**src/hdl/lsplit_pkg.sv**
```systemverilog
// shared types and constants for the line splitter with output budget
// depends on nothing; used by the interfaces, the top level and the checker
package lsplit_pkg;

  localparam int MAX_LINE_W = 7;
  localparam int BUDGET_W   = 32;
  localparam int BYTE_W     = 8;
  localparam int CFG_IDX_W  = 2;
  localparam int CFG_DATA_W = 32;

  localparam logic [BYTE_W-1:0] CHAR_NL = 8'h0A;
  localparam logic [BYTE_W-1:0] CHAR_CR = 8'h0D;

  localparam logic [MAX_LINE_W-1:0] MAX_LINE_RESET = 7'd64;
  localparam logic [BUDGET_W-1:0]   BUDGET_RESET   = 32'hFFFF_FFFF;

  typedef enum logic {
    CMD_DATA   = 1'b0,
    CMD_FINISH = 1'b1
  } cmd_t;

  typedef enum logic [CFG_IDX_W-1:0] {
    REG_MAX_LINE   = 2'd0,
    REG_BUDGET     = 2'd1,
    REG_STREAM_TAG = 2'd2
  } cfg_reg_t;

  typedef enum logic [1:0] {
    ST_IDLE,
    ST_READ,
    ST_SEND,
    ST_EMPTY
  } state_t;

endpackage

```
**src/hdl/lsplit_if.sv**
```systemverilog
// valid/ready channel interfaces for input items, result items and configuration
// depends on lsplit_pkg for field widths
interface lsplit_in_if;
  logic                            valid;
  logic                            ready;
  logic                            cmd;
  logic [lsplit_pkg::BYTE_W-1:0]   data_byte;
  modport source (output valid, cmd, data_byte, input ready);
  modport sink   (input valid, cmd, data_byte, output ready);
endinterface

interface lsplit_out_if;
  logic                            valid;
  logic                            ready;
  logic [lsplit_pkg::BYTE_W-1:0]   line_byte;
  logic                            byte_valid;
  logic                            last;
  logic                            truncated;
  logic                            stream;
  modport source (output valid, line_byte, byte_valid, last, truncated, stream, input ready);
  modport sink   (input valid, line_byte, byte_valid, last, truncated, stream, output ready);
endinterface

interface lsplit_cfg_if;
  logic                                valid;
  logic                                ready;
  logic [lsplit_pkg::CFG_IDX_W-1:0]    index;
  logic [lsplit_pkg::CFG_DATA_W-1:0]   data;
  modport source (output valid, index, data, input ready);
  modport sink   (input valid, index, data, output ready);
endinterface

```
**src/hdl/lsplit_ram.sv**
```systemverilog
// generic single-write, single-read ram with registered read data
// depends on nothing
module lsplit_ram #(
  parameter int WIDTH = 8,
  parameter int DEPTH = 64
) (
  input  logic                                   clk,
  input  logic                                   we,
  input  logic [(DEPTH > 1 ? $clog2(DEPTH) : 1)-1:0] waddr,
  input  logic [WIDTH-1:0]                       wdata,
  input  logic [(DEPTH > 1 ? $clog2(DEPTH) : 1)-1:0] raddr,
  output logic [WIDTH-1:0]                       rdata
);

  logic [WIDTH-1:0] mem [DEPTH];

  always_ff @(posedge clk) begin
    if (we) begin
      mem[waddr] <= wdata;
    end
    rdata <= mem[raddr];
  end

endmodule

```
**src/hdl/line_splitter_with_budget.sv**
```systemverilog
// line splitter: data bytes in, framed lines out, with line limit and byte budget
// a data byte is taken while idle; each byte of a line drains as a ram read (ST_READ)
// then an output register load (ST_SEND), an empty line as one load (ST_EMPTY); stalls hold the drain
// throughput: one input item per cycle between lines; no input is taken while draining
// reset: rst is synchronous active high; clears counters, marks and output valid, loads config defaults
// depends on lsplit_pkg, the lsplit interfaces and lsplit_ram
module line_splitter_with_budget #(
  parameter int MAX_LINE_BYTES = 64
) (
  input  logic                clk,
  input  logic                rst,
  lsplit_in_if.sink           bytes,
  lsplit_out_if.source        lines,
  lsplit_cfg_if.sink          cfg
);

  // address bits for the line store, length bits hold 0..MAX_LINE_BYTES
  localparam int AW = (MAX_LINE_BYTES > 1) ? $clog2(MAX_LINE_BYTES) : 1;
  localparam int LW = $clog2(MAX_LINE_BYTES + 1);
  localparam logic [lsplit_pkg::MAX_LINE_W-1:0] MAX_LIMIT =
    lsplit_pkg::MAX_LINE_W'(MAX_LINE_BYTES);

  // configuration registers
  logic [lsplit_pkg::MAX_LINE_W-1:0] max_line;
  logic [lsplit_pkg::BUDGET_W-1:0]   output_budget;
  logic                              stream_tag;

  // line state
  lsplit_pkg::state_t state, state_next;
  logic [LW-1:0]                   line_length;
  logic                            trunc_flag;
  logic [lsplit_pkg::BUDGET_W-1:0] bytes_received;

  // drain bookkeeping, captured when a line is closed
  logic [LW-1:0] rd_idx;
  logic [LW-1:0] emit_len;
  logic          emit_trunc;

  // output register
  logic                          out_valid;
  logic [lsplit_pkg::BYTE_W-1:0] out_byte;
  logic                          out_byte_valid;
  logic                          out_last;
  logic                          out_trunc;
  logic                          out_stream;

  // line store
  logic                          ram_we;
  logic [lsplit_pkg::BYTE_W-1:0] ram_rdata;

  logic in_fire;
  logic out_free;
  logic in_ready;
  logic load_byte;
  logic load_empty;
  logic [lsplit_pkg::MAX_LINE_W-1:0] eff_limit;
  logic within_budget;
  logic is_finish;
  logic is_nl;
  logic is_cr;
  logic has_room;
  logic close_line;
  logic send_last;

  assign cfg.ready   = 1'b1;
  assign bytes.ready = in_ready;
  assign in_fire     = bytes.valid & in_ready;
  assign out_free    = ~out_valid | lines.ready;

  // zero acts as one, anything above the store size saturates
  always_comb begin
    if (max_line == '0) begin
      eff_limit = lsplit_pkg::MAX_LINE_W'(1);
    end else if (max_line > MAX_LIMIT) begin
      eff_limit = MAX_LIMIT;
    end else begin
      eff_limit = max_line;
    end
  end

  // decode of the incoming item
  assign is_finish     = (lsplit_pkg::cmd_t'(bytes.cmd) == lsplit_pkg::CMD_FINISH);
  assign within_budget = (bytes_received < output_budget);
  assign is_nl         = (bytes.data_byte == lsplit_pkg::CHAR_NL);
  assign is_cr         = (bytes.data_byte == lsplit_pkg::CHAR_CR);
  assign has_room      = (lsplit_pkg::MAX_LINE_W'(line_length) < eff_limit);

  // a finish closes a line only if something is pending; a newline within budget always does
  assign close_line = in_fire & (is_finish ? ((line_length != '0) | trunc_flag)
                                           : (within_budget & is_nl));

  // the store is written only between lines and read only while draining,
  // so no read can meet a write to the same entry
  assign ram_we = in_fire & ~is_finish & within_budget & ~is_nl & ~is_cr & has_room;

  assign send_last = (LW'(rd_idx + 1'b1) == emit_len);

  lsplit_ram #(
    .WIDTH (lsplit_pkg::BYTE_W),
    .DEPTH (MAX_LINE_BYTES)
  ) u_store (
    .clk   (clk),
    .we    (ram_we),
    .waddr (line_length[AW-1:0]),
    .wdata (bytes.data_byte),
    .raddr (rd_idx[AW-1:0]),
    .rdata (ram_rdata)
  );

  // next state
  always_comb begin
    state_next = state;
    unique case (state)
      lsplit_pkg::ST_IDLE: begin
        if (close_line) begin
          state_next = (line_length == '0) ? lsplit_pkg::ST_EMPTY : lsplit_pkg::ST_READ;
        end
      end
      lsplit_pkg::ST_READ: begin
        state_next = lsplit_pkg::ST_SEND;
      end
      lsplit_pkg::ST_SEND: begin
        if (out_free) begin
          state_next = send_last ? lsplit_pkg::ST_IDLE : lsplit_pkg::ST_READ;
        end
      end
      lsplit_pkg::ST_EMPTY: begin
        if (out_free) begin
          state_next = lsplit_pkg::ST_IDLE;
        end
      end
      default: state_next = lsplit_pkg::ST_IDLE;
    endcase
  end

  // state outputs
  always_comb begin
    in_ready   = 1'b0;
    load_byte  = 1'b0;
    load_empty = 1'b0;
    unique case (state)
      lsplit_pkg::ST_IDLE:  in_ready   = 1'b1;
      lsplit_pkg::ST_READ:  ;
      lsplit_pkg::ST_SEND:  load_byte  = out_free;
      lsplit_pkg::ST_EMPTY: load_empty = out_free;
      default: ;
    endcase
  end

  // configuration writes; an index past the list is ignored
  always_ff @(posedge clk) begin
    if (rst) begin
      max_line      <= lsplit_pkg::MAX_LINE_RESET;
      output_budget <= lsplit_pkg::BUDGET_RESET;
      stream_tag    <= 1'b0;
    end else if (cfg.valid) begin
      case (cfg.index)
        lsplit_pkg::REG_MAX_LINE:
          max_line <= cfg.data[lsplit_pkg::MAX_LINE_W-1:0];
        lsplit_pkg::REG_BUDGET:
          output_budget <= cfg.data[lsplit_pkg::BUDGET_W-1:0];
        lsplit_pkg::REG_STREAM_TAG:
          stream_tag <= cfg.data[0];
        default: ;
      endcase
    end
  end

  // line state and drain control
  always_ff @(posedge clk) begin
    if (rst) begin
      state          <= lsplit_pkg::ST_IDLE;
      line_length    <= '0;
      trunc_flag     <= 1'b0;
      bytes_received <= '0;
      rd_idx         <= '0;
      emit_len       <= '0;
      emit_trunc     <= 1'b0;
    end else begin
      state <= state_next;
      if (in_fire && !is_finish) begin
        if (!within_budget) begin
          // budget spent: drop the byte, newlines too
          trunc_flag <= 1'b1;
        end else begin
          bytes_received <= bytes_received + 1'b1;
          if (!is_nl && !is_cr) begin
            if (has_room) begin
              line_length <= line_length + 1'b1;
            end else begin
              trunc_flag <= 1'b1;
            end
          end
        end
      end
      // snapshot the line and clear it; overrides the updates above
      if (close_line) begin
        emit_len    <= line_length;
        emit_trunc  <= trunc_flag;
        rd_idx      <= '0;
        line_length <= '0;
        trunc_flag  <= 1'b0;
      end
      if (load_byte) begin
        rd_idx <= rd_idx + 1'b1;
      end
    end
  end

  // output register: valid is control, payload loads without reset
  always_ff @(posedge clk) begin
    if (rst) begin
      out_valid <= 1'b0;
    end else if (load_byte || load_empty) begin
      out_valid <= 1'b1;
    end else if (lines.ready) begin
      out_valid <= 1'b0;
    end
  end

  always_ff @(posedge clk) begin
    if (load_byte) begin
      out_byte       <= ram_rdata;
      out_byte_valid <= 1'b1;
      out_last       <= send_last;
      out_trunc      <= emit_trunc;
      out_stream     <= stream_tag;
    end else if (load_empty) begin
      out_byte       <= '0;
      out_byte_valid <= 1'b0;
      out_last       <= 1'b1;
      out_trunc      <= emit_trunc;
      out_stream     <= stream_tag;
    end
  end

  assign lines.valid      = out_valid;
  assign lines.line_byte  = out_byte;
  assign lines.byte_valid = out_byte_valid;
  assign lines.last       = out_last;
  assign lines.truncated  = out_trunc;
  assign lines.stream     = out_stream;

endmodule

```
**src/flat_wrapper.sv**
```systemverilog
// flat-port wrapper written by rule: the top's interface ports become plain ports
module line_splitter_with_budget_flat 
#(
  parameter int MAX_LINE_BYTES = 64
)
  (clk, rst, bytes_valid, bytes_cmd, bytes_data_byte, bytes_ready, lines_valid, lines_line_byte, lines_byte_valid, lines_last, lines_truncated, lines_stream, lines_ready, cfg_valid, cfg_index, cfg_data, cfg_ready);
  lsplit_in_if bytes_i ();
  lsplit_out_if lines_i ();
  lsplit_cfg_if cfg_i ();
  input  logic clk;
  input  logic rst;
  input wire logic [$bits(bytes_i.valid)-1:0] bytes_valid;
  input wire logic [$bits(bytes_i.cmd)-1:0] bytes_cmd;
  input wire logic [$bits(bytes_i.data_byte)-1:0] bytes_data_byte;
  output wire logic [$bits(bytes_i.ready)-1:0] bytes_ready;
  output wire logic [$bits(lines_i.valid)-1:0] lines_valid;
  output wire logic [$bits(lines_i.line_byte)-1:0] lines_line_byte;
  output wire logic [$bits(lines_i.byte_valid)-1:0] lines_byte_valid;
  output wire logic [$bits(lines_i.last)-1:0] lines_last;
  output wire logic [$bits(lines_i.truncated)-1:0] lines_truncated;
  output wire logic [$bits(lines_i.stream)-1:0] lines_stream;
  input wire logic [$bits(lines_i.ready)-1:0] lines_ready;
  input wire logic [$bits(cfg_i.valid)-1:0] cfg_valid;
  input wire logic [$bits(cfg_i.index)-1:0] cfg_index;
  input wire logic [$bits(cfg_i.data)-1:0] cfg_data;
  output wire logic [$bits(cfg_i.ready)-1:0] cfg_ready;
  assign bytes_i.valid = bytes_valid;
  assign bytes_i.cmd = bytes_cmd;
  assign bytes_i.data_byte = bytes_data_byte;
  assign bytes_ready = bytes_i.ready;
  assign lines_valid = lines_i.valid;
  assign lines_line_byte = lines_i.line_byte;
  assign lines_byte_valid = lines_i.byte_valid;
  assign lines_last = lines_i.last;
  assign lines_truncated = lines_i.truncated;
  assign lines_stream = lines_i.stream;
  assign lines_i.ready = lines_ready;
  assign cfg_i.valid = cfg_valid;
  assign cfg_i.index = cfg_index;
  assign cfg_i.data = cfg_data;
  assign cfg_ready = cfg_i.ready;
  line_splitter_with_budget #(.MAX_LINE_BYTES(MAX_LINE_BYTES)) u_core (.clk(clk), .rst(rst), .bytes(bytes_i), .lines(lines_i), .cfg(cfg_i));
endmodule
```
**config.mk**
```make
export PLATFORM = sky130hd
export DESIGN_NAME = line_splitter_with_budget_flat
export DESIGN_NICKNAME = d
export VERILOG_FILES = /design/src/hdl/lsplit_pkg.sv /design/src/hdl/lsplit_if.sv /design/src/hdl/lsplit_ram.sv /design/src/hdl/line_splitter_with_budget.sv /design/src/flat_wrapper.sv
export SDC_FILE = /design/constraint.sdc
export NUM_CORES = 1
export LEC_CHECK = 0
export BUFFER_PORTS_ARGS = -buffer_cell sky130_fd_sc_hd__buf_2
export CORE_ASPECT_RATIO = 0.8
export CORE_MARGIN = 8
export CORE_UTILIZATION = 60
export DETAILED_ROUTE_END_ITERATION = 16
export PLACE_DENSITY = 0.77
export REMOVE_ABC_BUFFERS = 1
export SLEW_MARGIN = 20
export SYNTH_ARGS = -nofsm -noshare
export SYNTH_HDL_FRONTEND = slang
export SYNTH_SLANG_ARGS = --single-unit
export TNS_END_PERCENT = 1
```
**constraint.sdc**
```tcl
create_clock -name clk -period 5.2 [get_ports clk]
set_clock_uncertainty 0.05 [all_clocks]
set_input_delay 0.52 -clock clk [delete_from_list [all_inputs] [get_ports clk]]
set_output_delay 0.52 -clock clk [all_outputs]
set_load 0.03 [all_outputs]
```
==> results of run 1 <==
[cells by family after synthesis]
group | share of synthesized area
AOI/OAI and AO/OA | 0.03310
muxes | 0.1537
and+or+nand+nor | 0.06445
buffers and inverters | 0.02169
adders and majority gates | 0.01999
DFF | 0.6954
xor gates and xnor gates | 0.01160
other | 0.0001461
[cells in the final DEF, fill, tap and decap left out, drive strengths merged, types with 3 or more instances in the layout]
| cell | netlist | routed |
|---|---|---|
| nor3b | 4 | 4 |
| nor3 | 22 | 22 |
| buf | 32 | 89 |
| a31oi | 3 | 3 |
| edfxtp | 523 | 523 |
| a31o | 4 | 4 |
| a211o | 32 | 32 |
| nand2b | 6 | 6 |
| nand2 | 45 | 45 |
| o21ai | 12 | 12 |
| or3 | 14 | 14 |
| a211oi | 5 | 5 |
| o31ai | 7 | 7 |
| nand4 | 17 | 17 |
| or3b | 3 | 3 |
| and3 | 9 | 9 |
| and2 | 16 | 16 |
| mux4 | 168 | 168 |
| xor2 | 6 | 6 |
| xnor2 | 28 | 28 |
| nand3 | 15 | 15 |
| and4 | 4 | 4 |
| dfxtp | 107 | 107 |
| clkinv | 0 | 20 |
| nor4 | 13 | 13 |
| or4 | 6 | 6 |
| mux2i | 16 | 16 |
| clkinvlp | 0 | 6 |
| nor2 | 150 | 150 |
| or2 | 3 | 3 |
| inv | 52 | 52 |
| a21oi | 34 | 34 |
| bufinv | 0 | 12 |
| a311oi | 3 | 3 |
| ha | 41 | 41 |
| clkbuf | 56 | 72 |
[cell type report]
cell class              instances  area, sq um
clock buffers                  72         1578
clock inverters                38        514.2
fillers                      2689        13410
inverters                      52        195.2
multi-input cells             714         7271
flip-flops and latches        630        17860
well taps                     552        690.7
repair buffers                 89        565.5
[state kept, by name, summed over array words and instances, names as in the netlist, 2 cells and up]
| signal | flops |
|---|---|
| u_core.bytes_received | 32 |
| u_core.emit_len | 7 |
| u_core.line_length | 7 |
| u_core.lines.line_byte | 8 |
| u_core.max_line | 7 |
| u_core.output_budget | 32 |
| u_core.rd_idx | 7 |
| u_core.state | 2 |
| u_core.u_store.mem | 512 |
| u_core.u_store.rdata | 8 |
[per-stage QoR]
stage	utilization	setup WS, ns	total power [W]	setup TNS [ns]	instance area [sq um]
2_1_floorplan	-	-2.066	0.006195	-28.31	25300
3_3_place_gp	0.6315	1.028	0.006425	0	26580
3_5_place_dp	0.6315	0.9583	0.006439	0	26580
4_1_cts	0.6812	0.9209	0.01099	0	28670
5_1_grt	0.6813	0.6038	0.01123	0	28670
6_report	0.6813	0.7933	0.01094	0	28670
[per-layer routing]
metal | share of wire | wire length [um] | up-vias | GRT usage
li1 | - | - | 5977 | -
met1 | 0.42 | 24610 | 7145 | 0.3584
met2 | 0.46 | 27080 | 718 | 0.3522
met3 | 0.11 | 6530 | 74 | 0.07540
met4 | 0.016 | 962 | 2 | 0.04816
met5 | 0.00022 | 13 | - | 0
[worst max path at each step]
stage / endpoint / cells after the start
finish: u_core.u_store.mem[28][6] / 8
global route: u_core.u_store.mem[20][4] / 8
CTS: u_core.u_store.mem[20][4] / 8
detailed placement: u_core.u_store.mem[36][6] / 8
global placement: u_core.u_store.mem[20][1] / 8
floorplan: u_core.state[0] / 8
[report_power, final]
group          switching [W]  total [W]  internal (W)  leakage, nW
registers          0.0000514    0.00557       0.00552         5.58
clock network        0.00186    0.00461       0.00275         1.00
logic               0.000433   0.000766      0.000332         2.76
==> flow_summary.ini, run 1 <==
[timing]
fmax_mhz = 226.9
hold_viol = 0
finalMaxSlewViolations = 0
rsz0062_at_grt = no
tightestPinTransition_ns = 1.119
fin_crit_ns = 4.407
maxSlewHeadroom = 0.2537
finalSetupViolCount = 0
period_share = 0.8474
holdWs_ns = 0.06961

[placed_design]
portBuffers = 61
dp.cells = 2037
hpwl_um = 37090
place.gp.congestion = 0.8675

[worst_hold_path]
whs_endpoint = u_core.output_budget[13]
hold_class = in2reg
min_from = cfg_data[13]
min_path_cells = 2

[routing]
drt_wl_total_um = 59200
wl_per_cell_um = 27.57
first_pass_iters = 5
vias = 13920
via_per_inst = 6.482
ant_nets = 0
dr.first_iter.drc_count = 1550
drc = 0

[critical_path]
path_class = reg2reg
slowest_stage = nor2_1
crit_buf_inv = 0
cp-start-kind = flop
cp-startpoint = u_core.bytes_received[19]
crit_family = simple AND/OR/NAND/NOR gates
r2r-start = u_core.bytes_received[19]
critPathMaxStageDelay_ns = 0.71
timing.rr.end = u_core.u_store.mem[28][6]
cp_max_fo = 14
cp.required_ns = 5.36
endpoint_kind = flop
ff2ff_path_depth = 8
ff2ff_setup_slack_ns = 0.79
path_cells = ha_1, a21oi_1, o21ai_1, a221oi_1, nand4_1, or3_4, or3_1, nor2_1
crit_arrival_ns = 4.57

[logic_synthesis]
ys_top_cells_by_count = edfxtp_1 (523), mux4_2 (168), nor2_1 (148), dfxtp_1 (107), clkbuf_1 (56)
synth.most_common_cell = edfxtp_1
synth_flop_cell = edfxtp_1
ys_async_sr_fraction = 0
synth_edf_count = 523
avgSynthCellArea_sq_um = 17.30
synth-seq-cells = 630
synth_cells = 1484
synthesis.area_sq_um = 25670
ys_warn_count = 0
ys_top_cells_by_area = edfxtp_1 (61%), mux4_2 (15%), dfxtp_1 (8.3%)
ys_types = 66
synth_top_area_frac = 0.6119
seq_area_frac_synth = 0.6954
synth_area_leader_cell = edfxtp_1

[cts]
cts_tree = done
cts_hold_buffers = 0
cts.sinks = 630
htreeDepth = 2
numCtsBuffers = 58
cts_resized = 0
insertion_delay_ns = 0.60
cts_buffer_depth = 3
clk_pin_slew_ns = 0.07
root_buffer = clkbuf_16
cts_setup_buffers = 0

[die]
start_util = 0.6099
die_area_sq_um = 49690
io_pins = 63
core_sq_um = 42080
num_rows = 67
die_x_um = 247.2
die_height_um = 201.0

[cells_and_area]
nNetsFinal = 1634
fin_cells = 2147
drive_gt1_frac = 0.2307
antenna_cells = 0
area_growth_syn_to_layout_pct = 11.71

[grt]
antenna_found_initial = 1
grt_util_all_layers = 0.2411
grt_overflow = 0
grt_max_degree = 66
grt_pass1_wl_um = 89370
grt_pass1_vias = 13690

[pwr]
leakage_nw = 9.345
ir_drop_uv = 363.7
powerDensity_nw_per_um2 = 381.7

[flow_run]
cap_violations = 0

[status]
outcome = finished clean
(Power assumes the default switching activity.)
==> inputs of run 2 (changes only) <==
==> constraint.sdc (replaced) <==
create_clock -name clk -period 4.3 [get_ports clk]
set_clock_uncertainty 0.05 [all_clocks]
set_input_delay 0.43 -clock clk [delete_from_list [all_inputs] [get_ports clk]]
set_output_delay 0.43 -clock clk [all_outputs]
set_load 0.03 [all_outputs]
==> run 2 against run 1 <==
  * Final cell count rose by 4.4%
  * Critical path depth rose by 2
  * Wire length rose by 3.6%
  * First-iteration DRC count rose by 14%
  * Die area did not move
  * Fmax rose by 14%
  * Non-clock buffer count rose by 93
==> flow_summary.ini, run 2 (same netlist as run 1, synthesis figures left out) <==
[status]
outcome = finished clean

[die]
io_pins = 63
core_sq_um = 42080
num_rows = 67
die_area_sq_um = 49690
die_height_um = 201.0
die_x_um = 247.2
start_util = 0.6099

[cts]
cts_setup_buffers = 0
cts.sinks = 630
cts_resized = 0
cts_tree = done
root_buffer = clkbuf_16
clk_pin_slew_ns = 0.06
numCtsBuffers = 58
insertion_delay_ns = 0.61
htreeDepth = 2
cts_buffer_depth = 3

[pwr]
powerDensity_nw_per_um2 = 450.1
ir_drop_uv = 339.8
leakage_nw = 9.827

[routing]
first_pass_iters = 5
drc = 0
drt_wl_total_um = 61300
ant_nets = 0
dr.first_iter.drc_count = 1773
vias = 14510
wl_per_cell_um = 27.35
via_per_inst = 6.477

[timing]
finalSetupViolCount = 0
setup_slack_ns = 0.4502
finalMaxSlewViolations = 0
tightestPinTransition_ns = 1.078
period_share = 0.8953
tns_ns = 0
rsz0062_at_grt = no
maxSlewHeadroom = 0.2810
fin_crit_ns = 3.850
fmax_mhz = 259.8
hold_viol = 0
holdWs_ns = 0.02043

[placed_design]
place_ws_ns = 0.5716
place.gp.congestion = 0.8598
place_area_sq_um = 27070
portBuffers = 61
hpwl_um = 38090
dp.cells = 2104

[critical_path]
endpoint_kind = flop
cp_max_fo = 14
crit_arrival_ns = 4.11
path_class = reg2reg
cp.required_ns = 4.56
cp-start-kind = flop

[grt]
antenna_found_initial = 2
grt_pass1_wl_um = 92690
grt_max_degree = 66
grt_pass1_vias = 14280
grt_util_all_layers = 0.2488
grt_overflow = 0

[cells_and_area]
stdcell_area_sq_um = 29420
final_cell_mix = edfxtp_1 (523), mux4_2 (168), nor2_1 (148)
largest_register_ffs = 512
layout_commonest_cell = edfxtp_1
drive_gt1_frac = 0.2577
area_growth_syn_to_layout_pct = 14.63
reg_top3 = u_core.u_store.mem: 512 flops, u_core.bytes_received: 32 flops, u_core.output_budget: 32 flops
fin_cells = 2241
top_register = u_core.u_store.mem
n_fill_cell = 2569
nNetsFinal = 1727

[worst_hold_path]
hold_class = in2reg

[flow_run]
cap_violations = 0
## run 2: cell types whose count changed in the layout (fill, tap and decap cells not counted), moves of 2 or more
cell | before | now
clkbuf_16 | 61 | 59
clkbuf_1 | 10 | 8
buf_4 | 24 | 91
dlygate4sd3_1 | 0 | 26
clkbuf_8 | 1 | 3
clkinv_4 | 2 | 4
clkinvlp_4 | 6 | 1
## run 2: path summary, 6_finish.rpt
| check | startpoint | end | slack [ns] | cells after the start |
|---|---|---|---|---|
| hold / removal | cfg_data[1] | u_core.output_budget[1] | 0.02 | 2 |
| setup reg to reg | u_core.bytes_received[19] | u_core.u_store.mem[36][5] | 0.45 | 10 |
| hold reg to reg | u_core.stream_tag | u_core.lines.stream | 0.40 | 0 |
| setup / recovery | u_core.bytes_received[19] | u_core.u_store.mem[36][5] | 0.45 | 10 |
## run 2: worst max-delay path, stage by stage (launching register included)
cell	delay [ns]
dfxtp_1	0.43
ha_1	0.31
a21oi_1	0.19
o21ai_1	0.13
a221oi_1	0.38
buf_4	0.20
nand4_1	0.21
or3_4	0.48
or3_1	0.57
nor2_1	0.37
buf_4	0.22
## run 2: power by group
| part | total [W] | switching [W] | internal [W] |
|---|---|---|---|
| Sequential | 0.00672 | 0.0000545 | 0.00667 |
| Combinational | 0.000951 | 0.000536 | 0.000415 |
| Clock | 0.00557 | 0.00227 | 0.00330 |
## run 2: cell type report
type / instances / area (sq um) / area share
tap: 552 / 690.7 / 0.02348
antenna: 1 / 2.502 / 0.00008506
clock buffer: 70 / 1548 / 0.05261
multi-input combinational: 714 / 7266 / 0.2470
timing repair buffer: 182 / 1329 / 0.04517
inverter: 52 / 195.2 / 0.006635
clock inverter: 40 / 531.8 / 0.01808
sequential: 630 / 17860 / 0.6070
## run 2: per-layer routing
| metal | up-vias | track usage | part of all wire |
|---|---|---|---|
| met4 | 0 | 0.04901 | 0.018 |
| met2 | 796 | 0.3895 | 0.48 |
| met5 | - | 0 | 0 |
| met1 | 7462 | 0.3636 | 0.41 |
| li1 | 6160 | - | - |
| met3 | 96 | 0.05160 | 0.10 |
## run 2: timing repair
item                                    4_1_cts  5_1_grt
hold buffers                                 25        1
endpoints found under the setup margin        0        0
hold endpoints to repair                     25        1
## run 2: metrics by stage
| step | utilization | power [W] |
|---|---|---|
| after floorplan | - | 0.007492 |
| after global placement | 0.6434 | 0.007759 |
| after detailed placement | 0.6434 | 0.007782 |
| after CTS | 0.6987 | 0.01329 |
| after global routing | 0.6990 | 0.01359 |
| final | 0.6991 | 0.01324 |
==> inputs of run 3 (changes only) <==
--- a/config.mk
+++ b/config.mk
@@ -9,6 +9,7 @@
 export CORE_ASPECT_RATIO = 0.8
 export CORE_MARGIN = 8
 export CORE_UTILIZATION = 60
+export CTS_BUF_LIST = sky130_fd_sc_hd__clkbuf_8
 export DETAILED_ROUTE_END_ITERATION = 16
 export PLACE_DENSITY = 0.77
 export REMOVE_ABC_BUFFERS = 1
==> run 3 against run 2 <==
  * Sequential power is essentially flat
  * Cell area fell by 0.62%
  * Flip-flop and latch count is the same
  * Final cell count increased by 2.8%
  * Total power decreased by 5.9%
  * First-iteration DRC count shrank 9.5%
  * Non-clock buffer count rose by 6
  * Register-to-register slack is essentially flat
  * Die area is the same
  * Utilization down 0.43 points
  * Clock power decreased by 14%
  * Worst setup slack better by 0.0015 ns
  * Highest routed layer unchanged
==> flow_summary.ini, run 3 (same netlist as run 1, synthesis figures left out) <==
[status]
outcome = finished clean

[cells_and_area]
nNetsFinal = 1767
drive_gt1_frac = 0.2707
final_cell_mix = edfxtp_1 (523), mux4_2 (168), nor2_1 (148)
area_growth_syn_to_layout_pct = 13.91
layout_commonest_cell = edfxtp_1
n_fill_cell = 2619
largest_register_ffs = 512
top_register = u_core.u_store.mem
reg_top3 = u_core.u_store.mem: 512 flops, u_core.bytes_received: 32 flops, u_core.output_budget: 32 flops
fin_cells = 2304

[critical_path]
slowest_stage = or3_1
crit_family = simple AND/OR/NAND/NOR gates
cp_common_cell = buf_4
cp.required_ns = 4.59
ff2ff_setup_slack_ns = 0.45
critPathMaxStageDelay_ns = 0.62
cp_max_fo = 8
path_cells = ha_1, a21oi_1, o21ai_1, a221oi_1, buf_4, nand4_1, nand2b_1, or3_1, buf_4, nor2_1, buf_4
cp-start-kind = flop
path_class = reg2reg
crit_arrival_ns = 4.14
endpoint_kind = flop
crit_buf_inv = 3

[pwr]
combPwrFrac = 0.076
powerDensity_nw_per_um2 = 426.0
clockPowerShare = 0.384
intPower_w = 0.009642
ir_drop_uv = 388.7
p_sw_w = 0.002814
leakage_nw = 9.830
p_sw_frac = 0.2259
p_seq_frac = 0.540
power_w = 0.01246

[die]
start_util = 0.6099
num_rows = 67
die_x_um = 247.2
die_height_um = 201.0
die_area_sq_um = 49690
core_sq_um = 42080
io_pins = 63

[cts]
insertion_delay_ns = 0.65
cts_setup_buffers = 0
numCtsBuffers = 92
htreeDepth = 3
clk_pin_slew_ns = 0.07
cts_buffer_depth = 3
cts.sinks = 630
root_buffer = clkbuf_8
cts_tree = done

[routing]
drt_wl_total_um = 58900
first_pass_iters = 5
dr.first_iter.drc_count = 1605
vias = 14460
drc = 0
via_per_inst = 6.276
ant_nets = 0
wl_per_cell_um = 25.56

[worst_hold_path]
hold_class = in2reg

[grt]
grt_max_degree = 66
grt_pass1_wl_um = 89430
grt_util_all_layers = 0.2398
antenna_found_initial = 2
grt_pass1_vias = 14410
grt_overflow = 0

[timing]
hold_viol = 0
finalMaxSlewViolations = 0
fin_crit_ns = 3.848
period_share = 0.8949
tightestPinTransition_ns = 1.088
rsz0062_at_grt = no
maxSlewHeadroom = 0.2720
finalSetupViolCount = 0
fmax_mhz = 259.9

[placed_design]
portBuffers = 61
hpwl_um = 38090
dp.cells = 2104
place.gp.congestion = 0.8598

[flow_run]
cap_violations = 0
-- run 3: changes by cell type in the layout (fill, tap and decap cells not counted), moves of 4 or more --
| cell | delta |
|---|---|
| clkbuf_16 | -59 |
| inv_1 | +10 |
| clkbuf_8 | +92 |
| clkinv_1 | +16 |
| clkinv_2 | +15 |
| bufinv_16 | -4 |
| clkinv_4 | -4 |
| clkbuf_1 | -8 |
| dlygate4sd3_1 | +6 |
-- run 3: path summary, 6_finish.rpt --
| kind | start | to | cells after the start |
|---|---|---|---|
| worst max register to register | u_core.bytes_received[19] | u_core.u_store.mem[9][1] | 11 |
| worst max-delay path | u_core.bytes_received[19] | u_core.u_store.mem[9][1] | 11 |
| worst min register to register | u_core.lines.byte_valid | u_core.lines.byte_valid | 2 |
| worst min-delay path | lines_ready | u_core.lines.valid | 4 |
-- run 3: stage by stage --
step | TNS [ns] | cell area [sq um] | hold WS [ns] | util | worst slack [ns]
6_report | 0 | 29240 | 0.04769 | 0.6947 | 0.4518
5_1_grt | 0 | 29240 | 0.05539 | 0.6947 | 0.2573
4_1_cts | 0 | 29230 | 0.008375 | 0.6946 | 0.5472
3_5_place_dp | 0 | 27070 | 0.3937 | 0.6434 | 0.5716
3_3_place_gp | 0 | 27070 | 0.3830 | 0.6434 | 0.6416
2_1_floorplan | -43.61 | 25300 | 0.3576 | - | -2.966
-- run 3: power groups by stage --
stage / Sequential (W) / Clock, W / Combinational, W
floorplan: 0.00695 / 0 / 0.000538
global placement: 0.00686 / 0 / 0.000904
detailed placement: 0.00686 / 0 / 0.000925
CTS: 0.00673 / 0.00486 / 0.000950
global route: 0.00673 / 0.00510 / 0.00101
finish: 0.00673 / 0.00478 / 0.000946
-- run 3: what timing repair did --
action / in CTS / in global routing
gates resized for setup: 0 / 0
hold endpoints to repair: 38 / 0
hold buffers: 32 / 0
-- run 3: worst register-to-register path, delay by kind of cell, from the launching register on --
family / cells / cell delay (ns)
and+or+nand+nor: 4 / 1.40
adders and majority gates: 1 / 0.31
buffers and inverters: 3 / 0.67
DFF: 1 / 0.43
AOI/OAI and AO/OA: 3 / 0.68
-- run 3: layout make-up --
type                       instances  area (sq um)  area share
multi-input combinational        714          7266      0.2485
timing repair buffer             188          1389     0.04750
clock buffer                      95          1308     0.04472
sequential                       630         17860      0.6108
antenna                            1         2.502  0.00008559
clock inverter                    72         529.3     0.01810
inverter                          52         195.2    0.006676
tap                              552         690.7     0.02362
-- run 3: metal layers --
| metal | global-route usage | part of all wire | up-vias | wire (um) |
|---|---|---|---|---|
| li1 | - | - | 6255 | - |
| met1 | 0.3495 | 0.42 | 7336 | 24450 |
| met3 | 0.06077 | 0.10 | 93 | 5979 |
| met2 | 0.3586 | 0.46 | 776 | 27170 |
| met5 | 0 | 0 | - | 0 |
| met4 | 0.06802 | 0.022 | 0 | 1304 |
